[src/hw/rtl/mer_pkg.sv]
// Shared widths, types and codes for the midpoint ellipse rasterizer.
package mer_pkg;

   localparam int COORD_BITS = 12;
   localparam int PIX_BITS   = COORD_BITS + 2;
   localparam int SQ_BITS    = 2 * COORD_BITS;
   localparam int PROD_BITS  = 3 * COORD_BITS;
   localparam int GRAD_BITS  = 3 * COORD_BITS + 4;
   localparam int DEC_BITS   = 4 * COORD_BITS;
   localparam int COLOR_BITS = 24;

   localparam logic OP_START = 1'b0;
   localparam logic OP_STEP  = 1'b1;

   typedef logic [COORD_BITS-1:0]        coord_type;
   typedef logic [SQ_BITS-1:0]           sq_type;
   typedef logic [PROD_BITS-1:0]         prod_type;
   typedef logic signed [GRAD_BITS-1:0]  grad_type;
   typedef logic signed [DEC_BITS-1:0]   dec_type;
   typedef logic signed [PIX_BITS-1:0]   pix_type;
   typedef logic [COLOR_BITS-1:0]        color_type;

   typedef enum logic [1:0] {
      MUL_A_A,
      MUL_B_B,
      MUL_ASQ_B,
      MUL_BSQ_A
   } mul_sel_type;

   typedef enum logic [2:0] {
      PIX_CENTER,
      PIX_PP,
      PIX_MP,
      PIX_PM,
      PIX_MM
   } pix_sel_type;

   typedef struct packed {
      logic        ld_start;
      logic        mul_en;
      mul_sel_type mul_sel;
      logic        ld_asq;
      logic        ld_bsq;
      logic        init1;
      logic        init2;
      logic        step_grad;
      logic        step_dec;
      logic        region2;
      logic        out_load;
      pix_sel_type pix_sel;
   } cmd_type;

   typedef struct packed {
      logic gx_lt_gy;
      logic gx_gt_gy;
      logic out_free;
   } status_type;

endpackage

[src/hw/rtl/midpoint_ellipse_rasterizer.sv]
// Top level of the midpoint ellipse rasterizer.
//
//  channel  direction  handshake          payload
//  req_     in         valid / stall      opcode, center_x, center_y, radius_x, radius_y
//  rsp_     out        valid / stall      pixel_x, pixel_y, color, last, finished
//  csr_     in         valid / ready      draw_color
//
// Start request: three passes through the one 24x12 multiplier, then the decision
// init, then 5 pixels at one per cycle when not stalled.
// Step request: gradient update, then decision update, then 4 pixels.
// Region switch step: one multiply, then init, then 4 pixels.
// A step with no ellipse active is accepted and produces nothing.
// Requests are taken only between items; rsp_stall holds the output register.
// Reset is synchronous and clears the controller, the draw color and the output valid.
module midpoint_ellipse_rasterizer (
   input  logic                clock,
   input  logic                reset,
   input  logic                req_valid,
   output logic                req_stall,
   input  logic                req_opcode,
   input  mer_pkg::coord_type  req_center_x,
   input  mer_pkg::coord_type  req_center_y,
   input  mer_pkg::coord_type  req_radius_x,
   input  mer_pkg::coord_type  req_radius_y,
   output logic                rsp_valid,
   input  logic                rsp_stall,
   output mer_pkg::pix_type    rsp_pixel_x,
   output mer_pkg::pix_type    rsp_pixel_y,
   output mer_pkg::color_type  rsp_color,
   output logic                rsp_last,
   output logic                rsp_finished,
   input  logic                csr_valid,
   output logic                csr_ready,
   input  mer_pkg::color_type  csr_draw_color
);
   import mer_pkg::*;

   cmd_type    cmd;
   status_type sts;

   assign csr_ready = 1'b1;

   mer_ctrl u_ctrl (
      .clock      (clock),
      .reset      (reset),
      .req_valid  (req_valid),
      .req_stall  (req_stall),
      .req_opcode (req_opcode),
      .sts        (sts),
      .cmd        (cmd)
   );

   mer_dpath u_dpath (
      .clock          (clock),
      .reset          (reset),
      .cmd            (cmd),
      .sts            (sts),
      .req_center_x   (req_center_x),
      .req_center_y   (req_center_y),
      .req_radius_x   (req_radius_x),
      .req_radius_y   (req_radius_y),
      .csr_write      (csr_valid && csr_ready),
      .csr_draw_color (csr_draw_color),
      .rsp_valid      (rsp_valid),
      .rsp_stall      (rsp_stall),
      .rsp_pixel_x    (rsp_pixel_x),
      .rsp_pixel_y    (rsp_pixel_y),
      .rsp_color      (rsp_color),
      .rsp_last       (rsp_last),
      .rsp_finished   (rsp_finished)
   );

endmodule

[src/hw/rtl/mer_ctrl.sv]
// Sequencing state machine of the ellipse rasterizer.
module mer_ctrl (
   input  logic               clock,
   input  logic               reset,
   input  logic               req_valid,
   output logic               req_stall,
   input  logic               req_opcode,
   input  mer_pkg::status_type sts,
   output mer_pkg::cmd_type    cmd
);
   import mer_pkg::*;

   typedef enum logic [3:0] {
      ST_IDLE,
      ST_MUL_AA,
      ST_MUL_BB,
      ST_MUL_AB,
      ST_INIT1,
      ST_R2_MUL,
      ST_R2_INIT,
      ST_STEP_G,
      ST_STEP_D,
      ST_EMIT
   } state_type;

   typedef enum logic [1:0] {
      PH_IDLE,
      PH_R1,
      PH_R2_START,
      PH_R2
   } phase_type;

   state_type   state_ff, state_in;
   phase_type   phase_ff, phase_in;
   logic        rgn2_ff, rgn2_in;
   pix_sel_type sel_ff, sel_in;
   logic        accept;

   assign req_stall = (state_ff != ST_IDLE);
   assign accept    = req_valid && (state_ff == ST_IDLE);

   always_comb begin
      state_in = state_ff;
      phase_in = phase_ff;
      rgn2_in  = rgn2_ff;
      sel_in   = sel_ff;
      cmd      = '0;
      cmd.mul_sel = MUL_A_A;
      cmd.pix_sel = sel_ff;
      cmd.region2 = rgn2_ff;
      case (state_ff)
         ST_IDLE: begin
            if (accept) begin
               if (req_opcode == OP_START) begin
                  cmd.ld_start = 1'b1;
                  rgn2_in      = 1'b0;
                  state_in     = ST_MUL_AA;
               end else begin
                  case (phase_ff)
                     PH_R1: begin
                        rgn2_in  = 1'b0;
                        state_in = ST_STEP_G;
                     end
                     PH_R2_START: begin
                        rgn2_in  = 1'b1;
                        state_in = ST_R2_MUL;
                     end
                     PH_R2: begin
                        rgn2_in  = 1'b1;
                        state_in = ST_STEP_G;
                     end
                     default: state_in = ST_IDLE;  // step with no ellipse: dropped
                  endcase
               end
            end
         end
         ST_MUL_AA: begin
            cmd.mul_en  = 1'b1;
            cmd.mul_sel = MUL_A_A;
            state_in    = ST_MUL_BB;
         end
         ST_MUL_BB: begin
            cmd.ld_asq  = 1'b1;
            cmd.mul_en  = 1'b1;
            cmd.mul_sel = MUL_B_B;
            state_in    = ST_MUL_AB;
         end
         ST_MUL_AB: begin
            cmd.ld_bsq  = 1'b1;
            cmd.mul_en  = 1'b1;
            cmd.mul_sel = MUL_ASQ_B;
            state_in    = ST_INIT1;
         end
         ST_INIT1: begin
            cmd.init1 = 1'b1;
            sel_in    = PIX_CENTER;
            state_in  = ST_EMIT;
         end
         ST_R2_MUL: begin
            cmd.mul_en  = 1'b1;
            cmd.mul_sel = MUL_BSQ_A;
            state_in    = ST_R2_INIT;
         end
         ST_R2_INIT: begin
            cmd.init2 = 1'b1;
            sel_in    = PIX_PP;
            state_in  = ST_EMIT;
         end
         ST_STEP_G: begin
            cmd.step_grad = 1'b1;
            state_in      = ST_STEP_D;
         end
         ST_STEP_D: begin
            cmd.step_dec = 1'b1;
            sel_in       = PIX_PP;
            state_in     = ST_EMIT;
         end
         ST_EMIT: begin
            if (sts.out_free) begin
               cmd.out_load = 1'b1;
               case (sel_ff)
                  PIX_CENTER: sel_in = PIX_PP;
                  PIX_PP:     sel_in = PIX_MP;
                  PIX_MP:     sel_in = PIX_PM;
                  PIX_PM:     sel_in = PIX_MM;
                  default: begin
                     state_in = ST_IDLE;
                     // gradients are settled here; pick the next walk phase
                     if (rgn2_ff)
                        phase_in = sts.gx_gt_gy ? PH_R2 : PH_IDLE;
                     else
                        phase_in = sts.gx_lt_gy ? PH_R1 : PH_R2_START;
                  end
               endcase
            end
         end
         default: state_in = ST_IDLE;
      endcase
   end

   always_ff @(posedge clock) begin
      if (reset) begin
         state_ff <= ST_IDLE;
         phase_ff <= PH_IDLE;
         rgn2_ff  <= 1'b0;
         sel_ff   <= PIX_CENTER;
      end else begin
         state_ff <= state_in;
         phase_ff <= phase_in;
         rgn2_ff  <= rgn2_in;
         sel_ff   <= sel_in;
      end
   end

endmodule

[src/hw/rtl/mer_dpath.sv]
// Datapath: walk registers, shared multiplier, decision update and pixel output register.
module mer_dpath (
   input  logic                clock,
   input  logic                reset,
   input  mer_pkg::cmd_type    cmd,
   output mer_pkg::status_type sts,
   input  mer_pkg::coord_type  req_center_x,
   input  mer_pkg::coord_type  req_center_y,
   input  mer_pkg::coord_type  req_radius_x,
   input  mer_pkg::coord_type  req_radius_y,
   input  logic                csr_write,
   input  mer_pkg::color_type  csr_draw_color,
   output logic                rsp_valid,
   input  logic                rsp_stall,
   output mer_pkg::pix_type    rsp_pixel_x,
   output mer_pkg::pix_type    rsp_pixel_y,
   output mer_pkg::color_type  rsp_color,
   output logic                rsp_last,
   output logic                rsp_finished
);
   import mer_pkg::*;

   function automatic grad_type sq2_g(sq_type s);
      return {{(GRAD_BITS-SQ_BITS-1){1'b0}}, s, 1'b0};
   endfunction

   function automatic dec_type grad4_d(grad_type g);
      return {{(DEC_BITS-GRAD_BITS-2){g[GRAD_BITS-1]}}, g, 2'b00};
   endfunction

   function automatic dec_type sq4_d(sq_type s);
      return {{(DEC_BITS-SQ_BITS-2){1'b0}}, s, 2'b00};
   endfunction

   coord_type ctr_x_ff, ctr_x_in, ctr_y_ff, ctr_y_in;
   coord_type semi_a_ff, semi_a_in, semi_b_ff, semi_b_in;
   coord_type cur_x_ff, cur_x_in, cur_y_ff, cur_y_in;
   sq_type    asq_ff, asq_in, bsq_ff, bsq_in;
   prod_type  prod_ff, prod_in;
   grad_type  gx_ff, gx_in, gy_ff, gy_in;
   dec_type   dec_ff, dec_in;
   color_type color_ff, color_in;

   logic      valid_ff, valid_in;
   pix_type   px_ff, px_in, py_ff, py_in;
   color_type ocolor_ff, ocolor_in;
   logic      last_ff, last_in, fin_ff, fin_in;

   sq_type    mul_a;
   coord_type mul_b;
   grad_type  prod2_g, lead, lag;
   dec_type   prod4_d, sq_step_d;
   logic      dec_neg;
   pix_type   cx_e, cy_e, ux_e, uy_e;
   pix_type   x_plus, x_minus, y_plus, y_minus;

   assign dec_neg = dec_ff[DEC_BITS-1];
   assign prod2_g = {{(GRAD_BITS-PROD_BITS-1){1'b0}}, prod_ff, 1'b0};
   assign prod4_d = {{(DEC_BITS-PROD_BITS-2){1'b0}}, prod_ff, 2'b00};

   always_comb begin
      case (cmd.mul_sel)
         MUL_A_A: begin
            mul_a = {{COORD_BITS{1'b0}}, semi_a_ff};
            mul_b = semi_a_ff;
         end
         MUL_B_B: begin
            mul_a = {{COORD_BITS{1'b0}}, semi_b_ff};
            mul_b = semi_b_ff;
         end
         MUL_ASQ_B: begin
            mul_a = asq_ff;
            mul_b = semi_b_ff;
         end
         default: begin
            mul_a = bsq_ff;
            mul_b = semi_a_ff;
         end
      endcase
   end

   // region 2 mirrors region 1 with the axes swapped
   assign lead      = cmd.region2 ? gy_ff : gx_ff;
   assign lag       = cmd.region2 ? gx_ff : gy_ff;
   assign sq_step_d = cmd.region2 ? sq4_d(asq_ff) : sq4_d(bsq_ff);

   assign cx_e    = {2'b00, ctr_x_ff};
   assign cy_e    = {2'b00, ctr_y_ff};
   assign ux_e    = {2'b00, cur_x_ff};
   assign uy_e    = {2'b00, cur_y_ff};
   assign x_plus  = cx_e + ux_e;
   assign x_minus = cx_e - ux_e;
   assign y_plus  = cy_e + uy_e;
   assign y_minus = cy_e - uy_e;

   assign sts.gx_lt_gy = (gx_ff < gy_ff);
   assign sts.gx_gt_gy = (gx_ff > gy_ff);
   assign sts.out_free = !valid_ff || !rsp_stall;

   always_comb begin
      ctr_x_in  = ctr_x_ff;
      ctr_y_in  = ctr_y_ff;
      semi_a_in = semi_a_ff;
      semi_b_in = semi_b_ff;
      cur_x_in  = cur_x_ff;
      cur_y_in  = cur_y_ff;
      asq_in    = asq_ff;
      bsq_in    = bsq_ff;
      prod_in   = prod_ff;
      gx_in     = gx_ff;
      gy_in     = gy_ff;
      dec_in    = dec_ff;
      color_in  = csr_write ? csr_draw_color : color_ff;

      if (cmd.ld_start) begin
         ctr_x_in  = req_center_x;
         ctr_y_in  = req_center_y;
         semi_a_in = req_radius_x;
         semi_b_in = req_radius_y;
         cur_x_in  = '0;
         cur_y_in  = req_radius_y;
      end
      if (cmd.mul_en)
         prod_in = {{COORD_BITS{1'b0}}, mul_a} * {{SQ_BITS{1'b0}}, mul_b};
      if (cmd.ld_asq)
         asq_in = prod_ff[SQ_BITS-1:0];
      if (cmd.ld_bsq)
         bsq_in = prod_ff[SQ_BITS-1:0];
      if (cmd.init1) begin
         gx_in  = '0;
         gy_in  = prod2_g;
         dec_in = sq4_d(bsq_ff) - prod4_d + {{(DEC_BITS-SQ_BITS){1'b0}}, asq_ff};
      end
      if (cmd.init2) begin
         cur_x_in = semi_a_ff;
         cur_y_in = '0;
         gx_in    = prod2_g;
         gy_in    = '0;
         dec_in   = sq4_d(asq_ff) - prod4_d + {{(DEC_BITS-SQ_BITS){1'b0}}, bsq_ff};
      end
      if (cmd.step_grad) begin
         if (!cmd.region2) begin
            cur_x_in = cur_x_ff + 1'b1;
            gx_in    = gx_ff + sq2_g(bsq_ff);
            if (!dec_neg) begin
               cur_y_in = cur_y_ff - 1'b1;
               gy_in    = gy_ff - sq2_g(asq_ff);
            end
         end else begin
            cur_y_in = cur_y_ff + 1'b1;
            gy_in    = gy_ff + sq2_g(asq_ff);
            if (!dec_neg) begin
               cur_x_in = cur_x_ff - 1'b1;
               gx_in    = gx_ff - sq2_g(bsq_ff);
            end
         end
      end
      // decision still holds its old sign here, gradients are already advanced
      if (cmd.step_dec)
         dec_in = dec_ff + grad4_d(lead) + sq_step_d - (dec_neg ? '0 : grad4_d(lag));
   end

   always_comb begin
      valid_in  = valid_ff && rsp_stall;
      px_in     = px_ff;
      py_in     = py_ff;
      ocolor_in = ocolor_ff;
      last_in   = last_ff;
      fin_in    = fin_ff;
      if (cmd.out_load) begin
         valid_in  = 1'b1;
         ocolor_in = color_ff;
         last_in   = (cmd.pix_sel == PIX_MM) || (cmd.pix_sel == PIX_CENTER) && 1'b0;
         fin_in    = (cmd.pix_sel == PIX_MM) && cmd.region2 && !sts.gx_gt_gy;
         case (cmd.pix_sel)
            PIX_CENTER: begin
               px_in = cx_e;
               py_in = cy_e;
            end
            PIX_PP: begin
               px_in = x_plus;
               py_in = y_plus;
            end
            PIX_MP: begin
               px_in = x_minus;
               py_in = y_plus;
            end
            PIX_PM: begin
               px_in = x_plus;
               py_in = y_minus;
            end
            default: begin
               px_in = x_minus;
               py_in = y_minus;
            end
         endcase
      end
   end

   always_ff @(posedge clock) begin
      if (reset) begin
         valid_ff <= 1'b0;
         color_ff <= '0;
      end else begin
         valid_ff <= valid_in;
         color_ff <= color_in;
      end
   end

   always_ff @(posedge clock) begin
      ctr_x_ff  <= ctr_x_in;
      ctr_y_ff  <= ctr_y_in;
      semi_a_ff <= semi_a_in;
      semi_b_ff <= semi_b_in;
      cur_x_ff  <= cur_x_in;
      cur_y_ff  <= cur_y_in;
      asq_ff    <= asq_in;
      bsq_ff    <= bsq_in;
      prod_ff   <= prod_in;
      gx_ff     <= gx_in;
      gy_ff     <= gy_in;
      dec_ff    <= dec_in;
      px_ff     <= px_in;
      py_ff     <= py_in;
      ocolor_ff <= ocolor_in;
      last_ff   <= last_in;
      fin_ff    <= fin_in;
   end

   assign rsp_valid    = valid_ff;
   assign rsp_pixel_x  = px_ff;
   assign rsp_pixel_y  = py_ff;
   assign rsp_color    = ocolor_ff;
   assign rsp_last     = last_ff;
   assign rsp_finished = fin_ff;

endmodule

[config.mk]
export PLATFORM = sky130hd
export DESIGN_NAME = midpoint_ellipse_rasterizer
export DESIGN_NICKNAME = d
export VERILOG_FILES = /design/src/hw/rtl/mer_pkg.sv /design/src/hw/rtl/midpoint_ellipse_rasterizer.sv /design/src/hw/rtl/mer_ctrl.sv /design/src/hw/rtl/mer_dpath.sv
export SDC_FILE = /design/constraint.sdc
export NUM_CORES = 2
export LEC_CHECK = 0
export BUFFER_PORTS_ARGS = -buffer_cell sky130_fd_sc_hd__buf_2
export CORE_MARGIN = 2
export CORE_UTILIZATION = 35
export CTS_CLUSTER_SIZE = 12
export DETAILED_ROUTE_END_ITERATION = 10
export PLACE_DENSITY = 0.58
export RECOVER_POWER = 50
export SLEW_MARGIN = 20
export SYNTH_ARGS = -nofsm -noshare
export SYNTH_HDL_FRONTEND = slang
export SYNTH_SLANG_ARGS = --single-unit
export TNS_END_PERCENT = 20
[constraint.sdc]
create_clock -name clock -period 13.37 [get_ports clock]
set_clock_uncertainty 0.1 [all_clocks]
set_input_delay 2.0055 -clock clock [delete_from_list [all_inputs] [get_ports clock]]
set_output_delay 2.0055 -clock clock [all_outputs]
set_load 0.01 [all_outputs]
# After elaboration in Yosys (flattened, before gate mapping)
# Cells that the tools add are included.
# totals
out_inout_bits,57
register_bits,373
word_cells,153
# classes
order_cmp,2
n_eq_ne,23
addsub,19
n_mux,58
bitwise,1
reduce_logical,26
multipliers,1
# ops
op,n
40-bit 2-to-1 mux,12
48-bit 2-to-1 mux,4
12-bit 2-to-1 mux,11
48-bit by 24-bit adder with 48-bit output,2
48-bit adder,2
40-bit by 26-bit adder with 40-bit output,2
40-bit by 26-bit subtractor with 40-bit output,2
26-bit by 38-bit subtractor with 39-bit output,2
24-bit case mux with 3 select lines,1
14-bit case mux with 2 select lines,2
48-bit subtractor,1
40-bit greater-than comparator,1
40-bit < comparator,1
24-bit by 12-bit multiplier with 36-bit output,1
4-bit case mux with 8 select lines,1
12-bit by 12-bit adder with 13-bit output,2
26-bit 2-to-1 mux,1
12-bit by 12-bit subtractor with 13-bit output,2
12-bit by 1-bit adder with 12-bit output (second input constant),2
3-bit case mux with 4 select lines,2
12-bit by 1-bit subtractor with 12-bit output (second input constant),2
4-bit by 3-bit equality test with 1-bit output (second input constant),4
1-bit 2-to-1 mux,13
4-bit 2-to-1 mux,3
30 further kinds,54

# Logic depth before layout (Yosys ltp)
# logic_depth
word_depth,9
mapped_depth,35
depth_no_buf,32

# By module
# A second synthesis with hierarchy kept.
# hier_totals
cells_unflattened,5336
hier_area_um2,45299.7
# by_module_without_submodules
mod,cells_each,n_inst,seq_area_each_um2,area_per_inst_um2
mer_dpath,5239,1,9599.2,44601.5
mer_ctrl,95,1,200.2,686.9
midpoint_ellipse_rasterizer,2,1,0.0,11.3

# Worst setup path after synthesis
# No wires, ideal clock.
# synth_timing
kind,register to register
startpoint,reg u_ctrl.state_ff[1]
endpoint,"reg u_dpath.prod_ff[35], data pin"
arrival_ns,7.665
path_buffers,7
setup_ns,0.259
path_stages_with_launch,33
synth_period_minus_slack_ns,8.025
setup_slack_ns,5.345
cell_sequence,dfxtp_1 > clkbuf_1 > clkbuf_1 > buf_1 > nand3b_1 > a21o_1 > inv_1 > ha_1 > clkbuf_1 > clkbuf_1 > mux2i_1 > clkbuf_1 > nand2_1 > fa_1 > inv_1 > fa_1 > fa_1 > fa_1 > fa_1 > ha_1 > clkbuf_1 > a21o_1 > a21o_1 > a21oi_1 > nor2b_1 > nor2_1 > o211ai_1 > a31o_2 > a31oi_1 > o21ai_0 > nor2_1 > a21oi_1 > xnor2_1
# synth_via
elab_chain_cells,6
# synth_lines
element,line,text
"start, declared",mer_ctrl.sv:33,"state_type state_ff, state_in;"
"start signal, assigned",mer_ctrl.sv:148,state_ff <= state_in;
"4-bit by 3-bit equality test with 1-bit output, or another cell as far along",mer_ctrl.sv:51,case (state_ff)
3-bit case mux with 4 select lines *,mer_ctrl.sv:51,
2-bit by 1-bit equality test with 1-bit output / 2-bit equality test (equally long branches),mer_dpath.sv:62,case (cmd.mul_sel)
2-bit OR reduction (no source line),--,
12-bit 2-to-1 mux,mer_dpath.sv:62,
24-bit by 12-bit multiplier with 36-bit output *,mer_dpath.sv:124,"prod_in = {{COORD_BITS{1'b0}}, mul_a} * {{SQ_BITS{1'b0}}, mul_b};"
"end signal, assigned",mer_dpath.sv:219,prod_ff <= prod_in;
"end, declared",mer_dpath.sv:39,"prod_type prod_ff, prod_in;"
# Every way passes the cells marked *; elsewhere a longest branch is shown, timed or not.
# A chain may end at the register's enable or synchronous reset.

# Final worst setup path
# Same ends and word-level chain as after synthesis.

==> summary.md <==
| Metric | Value |
|---|---|
| Leak | 20.0 nW |
| Synth Area in Adders | 25.9% |
| Buffers on Ports | 133 |
| FILL cells | 12.6k |
| Die height | 358 um |
| All-Layer GR Usage | 23.7% |
| Critical path arrival | 10030 ps |
| Final Cell Area | 47800 um2 |
| CTS tree | yes |
| Largest net degree at the start of global routing | 182 |
| Mapped Area | 43900 um2 |
| Via density | 5.80 |
| Peak supply drop | 147 uV |
| CP Launch Type | register |
| R2r endpoint | u_dpath.prod_ff[35] |
| Worst path slowest cell | dfxtp_1 |
| Outcome | finished with violations |
| Post-Layout Cell Count | 6847 |
| Area grow syn2layout | 8.89% |
| Post-layout util | 38.5% |
| CP most frequent cell | fa_1 |
| Antenna Nets Post-Route | 0 |
| Worst-margin pin slew | 3950 ps |
| CTS sink count | 372 |
| Vias | 39.7k |
| Max Clk Rate | 0.103 GHz |
| Buf/Inv on CP | 2 |
| Max cap viols | 9 |
| Violations in the final reports | capacitance limit, slew limit |
| Setup CP Type | register to register |
| Die area | 128000 um2 |
| Post-synthesis compound-gate area fraction | 21.7% |
| Resized cells post-CTS | 0 |
| Die Wd | 358 um |
| Overall Power | 6.89 mW |
| Final hold violations | 0 |
| First-pass GRT wire length | 235000 um |
| Cells after synthesis | 5196 |
| Worst reg2reg startpoint | u_ctrl.state_ff[1] |
| Area after DPL | 46100 um2 |
| Post-CTS setup repair buffer count | 0 |
| Share of layout cells above drive strength 1 | 6.62% |
| FF-to-FF path depth | 25 |
| Hold Path Class | register to register |
| Yosys Warn Count | 0 |
| Final Cycle Share | 72.9% |
| GRT overflow | 0 |
| Xor and xnor area share after synthesis | 4.92% |
| Crit path max-delay family | adder cells |
| DRC | 0 |
| Fin crit period | 9740 ps |
| Slew Viols, Final | 359 |
| Multi-input logic area | 31300 um2 |
| R2r setup slk | 3630 ps |
| Post-synth EDFFs | 235 |
| Hpwl dp | 120000 um |
| Nets | 5974 |
| Final setup TNS | 0 ps |
| CP startpoint | u_ctrl.state_ff[1] |
| End of the critical path | u_dpath.prod_ff[35] |
| Root buffer cell | clkbuf_16 |
| Synth area leaders | edfxtp_1 (16%), fa_1 (14%), ha_1 (12%) |
| Yosys top cell area share | 16.1% |
| CTS buffer count | 48 |
| Number of synthesized register bits | 372 |
| Power Density | 144 nW/um2 |
| DR WL/cell | 22.8 um |
| Clk_lat worst skew | 660 ps |
| Mux cell area share after synthesis | 2.54% |
| GP Congestion | 0.938 |
| Sequential area share after synthesis | 22.3% |
| Clock-pin slew on the worst setup and hold paths | 60 ps |
| Vias in the first global route | 38.0k |
| DRT iter0 DRCs | 4114 |
| Core Rows | 129 |
| CP Max Fanout | 38 |
| Nature of the critical path endpoint | register |
| Detailed Routing Iterations Pass 1 | 6 |
| Mapped Avg Cell Area | 8.45 um2 |
| Register area | 9800 um2 |
| Routed wire length | 156000 um |
| Initial Util | 35.4% |
| Simple-gate share of the synthesized area | 16.1% |
| Core Region | 124000 um2 |
| CTS H-tree depth | 2 |
| Critical Path RT | 13660 ps |
| Yosys top cell by area | edfxtp_1 |
| CP Depth | 25 |
| Syn_nets | 6001 |
| Clock Tree Buf Depth | 3 |
| CTS Hold Bufs | 0 |
| IO Pins | 135 |
| Placed insts | 6756 |
| Post-synth ARST share | 0% |
| Setup violators final | 0 |
| Distinct cell type count after synthesis | 90 |
| RSZ-0062 raised after global routing | no |
| CP peak stage delay | 1350 ps |
| Slew headroom | -163% |
| Largest family of logic cells by synthesized area | adder cells |
| Initial antenna violation count | 13 |
| Most used DFF post-synth | edfxtp_1 |
## state kept, by name (all words and copies together), names as in the netlist, 4 cells and up
name,flops
u_dpath.dec_ff,47
u_dpath.gx_ff,40
u_dpath.gy_ff,40
u_dpath.prod_ff,36
u_dpath.asq_ff,24
u_dpath.bsq_ff,24
u_dpath.color_ff,24
u_dpath.rsp_color,24
u_dpath.rsp_pixel_x,14
u_dpath.rsp_pixel_y,14
u_dpath.ctr_x_ff,12
u_dpath.ctr_y_ff,12
u_dpath.cur_x_ff,12
u_dpath.cur_y_ff,12
u_dpath.semi_a_ff,12
u_dpath.semi_b_ff,12
u_ctrl.state_ff,4
## synth_stat cells (50+ instances only)
master	number
nand2_1	551
inv_1	500
ha_1	425
a21oi_1	412
nor2_1	381
fa_1	302
o21ai_0	288
edfxtp_1	235
clkbuf_1	230
xnor2_1	174
dfxtp_1	137
a21o_1	118
nor3_1	106
nand3_1	103
o21bai_1	82
xor2_1	71
mux2i_1	55
o22ai_1	55
nand2b_1	54
nor2b_1	52
a211oi_1	51
and2_1	50
and3_1	50
nand4_1	50
## cells in the final DEF (no fill, tap or decap), drive strengths merged, types with 154 or more instances in the layout
cell / n
xnor2: 175
ha: 425
buf: 154
edfxtp: 235
inv: 501
o21ai: 298
a21oi: 412
nor2: 381
nand2: 551
fa: 302
## worst reg2reg max path, cell delays in order (launching register included)
cell      delay, ps
dfxtp_1        1350
xnor2_1         140
or3_1           520
inv_1           150
ha_1            710
a222oi_1        200
nor2b_1         190
a21oi_1         770
nand2_1         180
fa_1            530
inv_1            50
fa_1            480
fa_1            520
fa_1            520
fa_1            490
ha_1            380
a21oi_1         240
nand2_1          70
o21ai_0         520
o211ai_1        200
a31o_2          300
a31oi_1         310
o21ai_0         140
nor2_1          170
a21oi_1         100
xnor2_1         130
## area by class of cell
cell class                 instances  area share (%)
clock buffer                      61            2.72
timing repair buffer             179            2.04
clock inverter                    28           0.958
inverter                         504            3.96
multi-input combinational       4064            65.5
antenna                            2          0.0105
tap                             1637            4.28
sequential                       372            20.5
## power breakdown
group          total, mW  switching [mW]  internal, mW  leakage [nW]
registers           1.59           0.162          1.43          3.26
logic               3.84            2.27          1.56          15.9
clock network       1.47           0.581         0.886         0.845
total               6.89            3.02          3.87          20.0
## metal layers
metal / part of all wire, % / global-route usage (%)
met1: 45 / 33.7
met2: 45 / 37.6
met3: 8.0 / 3.41
met4: 2.6 / 6.20
met5: 0.033 / 0
## worst min-delay path by stage
stage | startpoint | end | slack, ps | depth (start not counted)
5_1_grt | u_dpath.color_ff[11] | u_dpath.rsp_color[11] | 340 | 0
6_report | u_dpath.color_ff[4] | u_dpath.rsp_color[4] | 330 | 0
3_3_place_gp | u_dpath.color_ff[9] | u_dpath.rsp_color[9] | 310 | 0
2_1_floorplan | u_dpath.color_ff[0] | u_dpath.rsp_color[0] | 310 | 0
3_5_place_dp | u_dpath.color_ff[4] | u_dpath.rsp_color[4] | 310 | 0
4_1_cts | u_dpath.color_ff[23] | u_dpath.rsp_color[23] | 330 | 0
## stage by stage
| stage | hold slack, ps | setup WS, ps |
|---|---|---|
| 4_1_cts | 328 | 4070 |
| 5_1_grt | 336 | 2900 |
| 3_5_place_dp | 314 | 4130 |
| 3_3_place_gp | 308 | 4250 |
| 6_report | 326 | 3630 |
| 2_1_floorplan | 308 | 5350 |
## kinds of logic after synthesis
family | count (synthesis)
DFF | 372
xor gates and xnor gates | 246
and+or+nand+nor | 1526
other | 1
AOI/OAI and AO/OA | 1460
muxes | 104
buffers and inverters | 760
adders and majority gates | 727
Power figures use the tool's default switching activity.
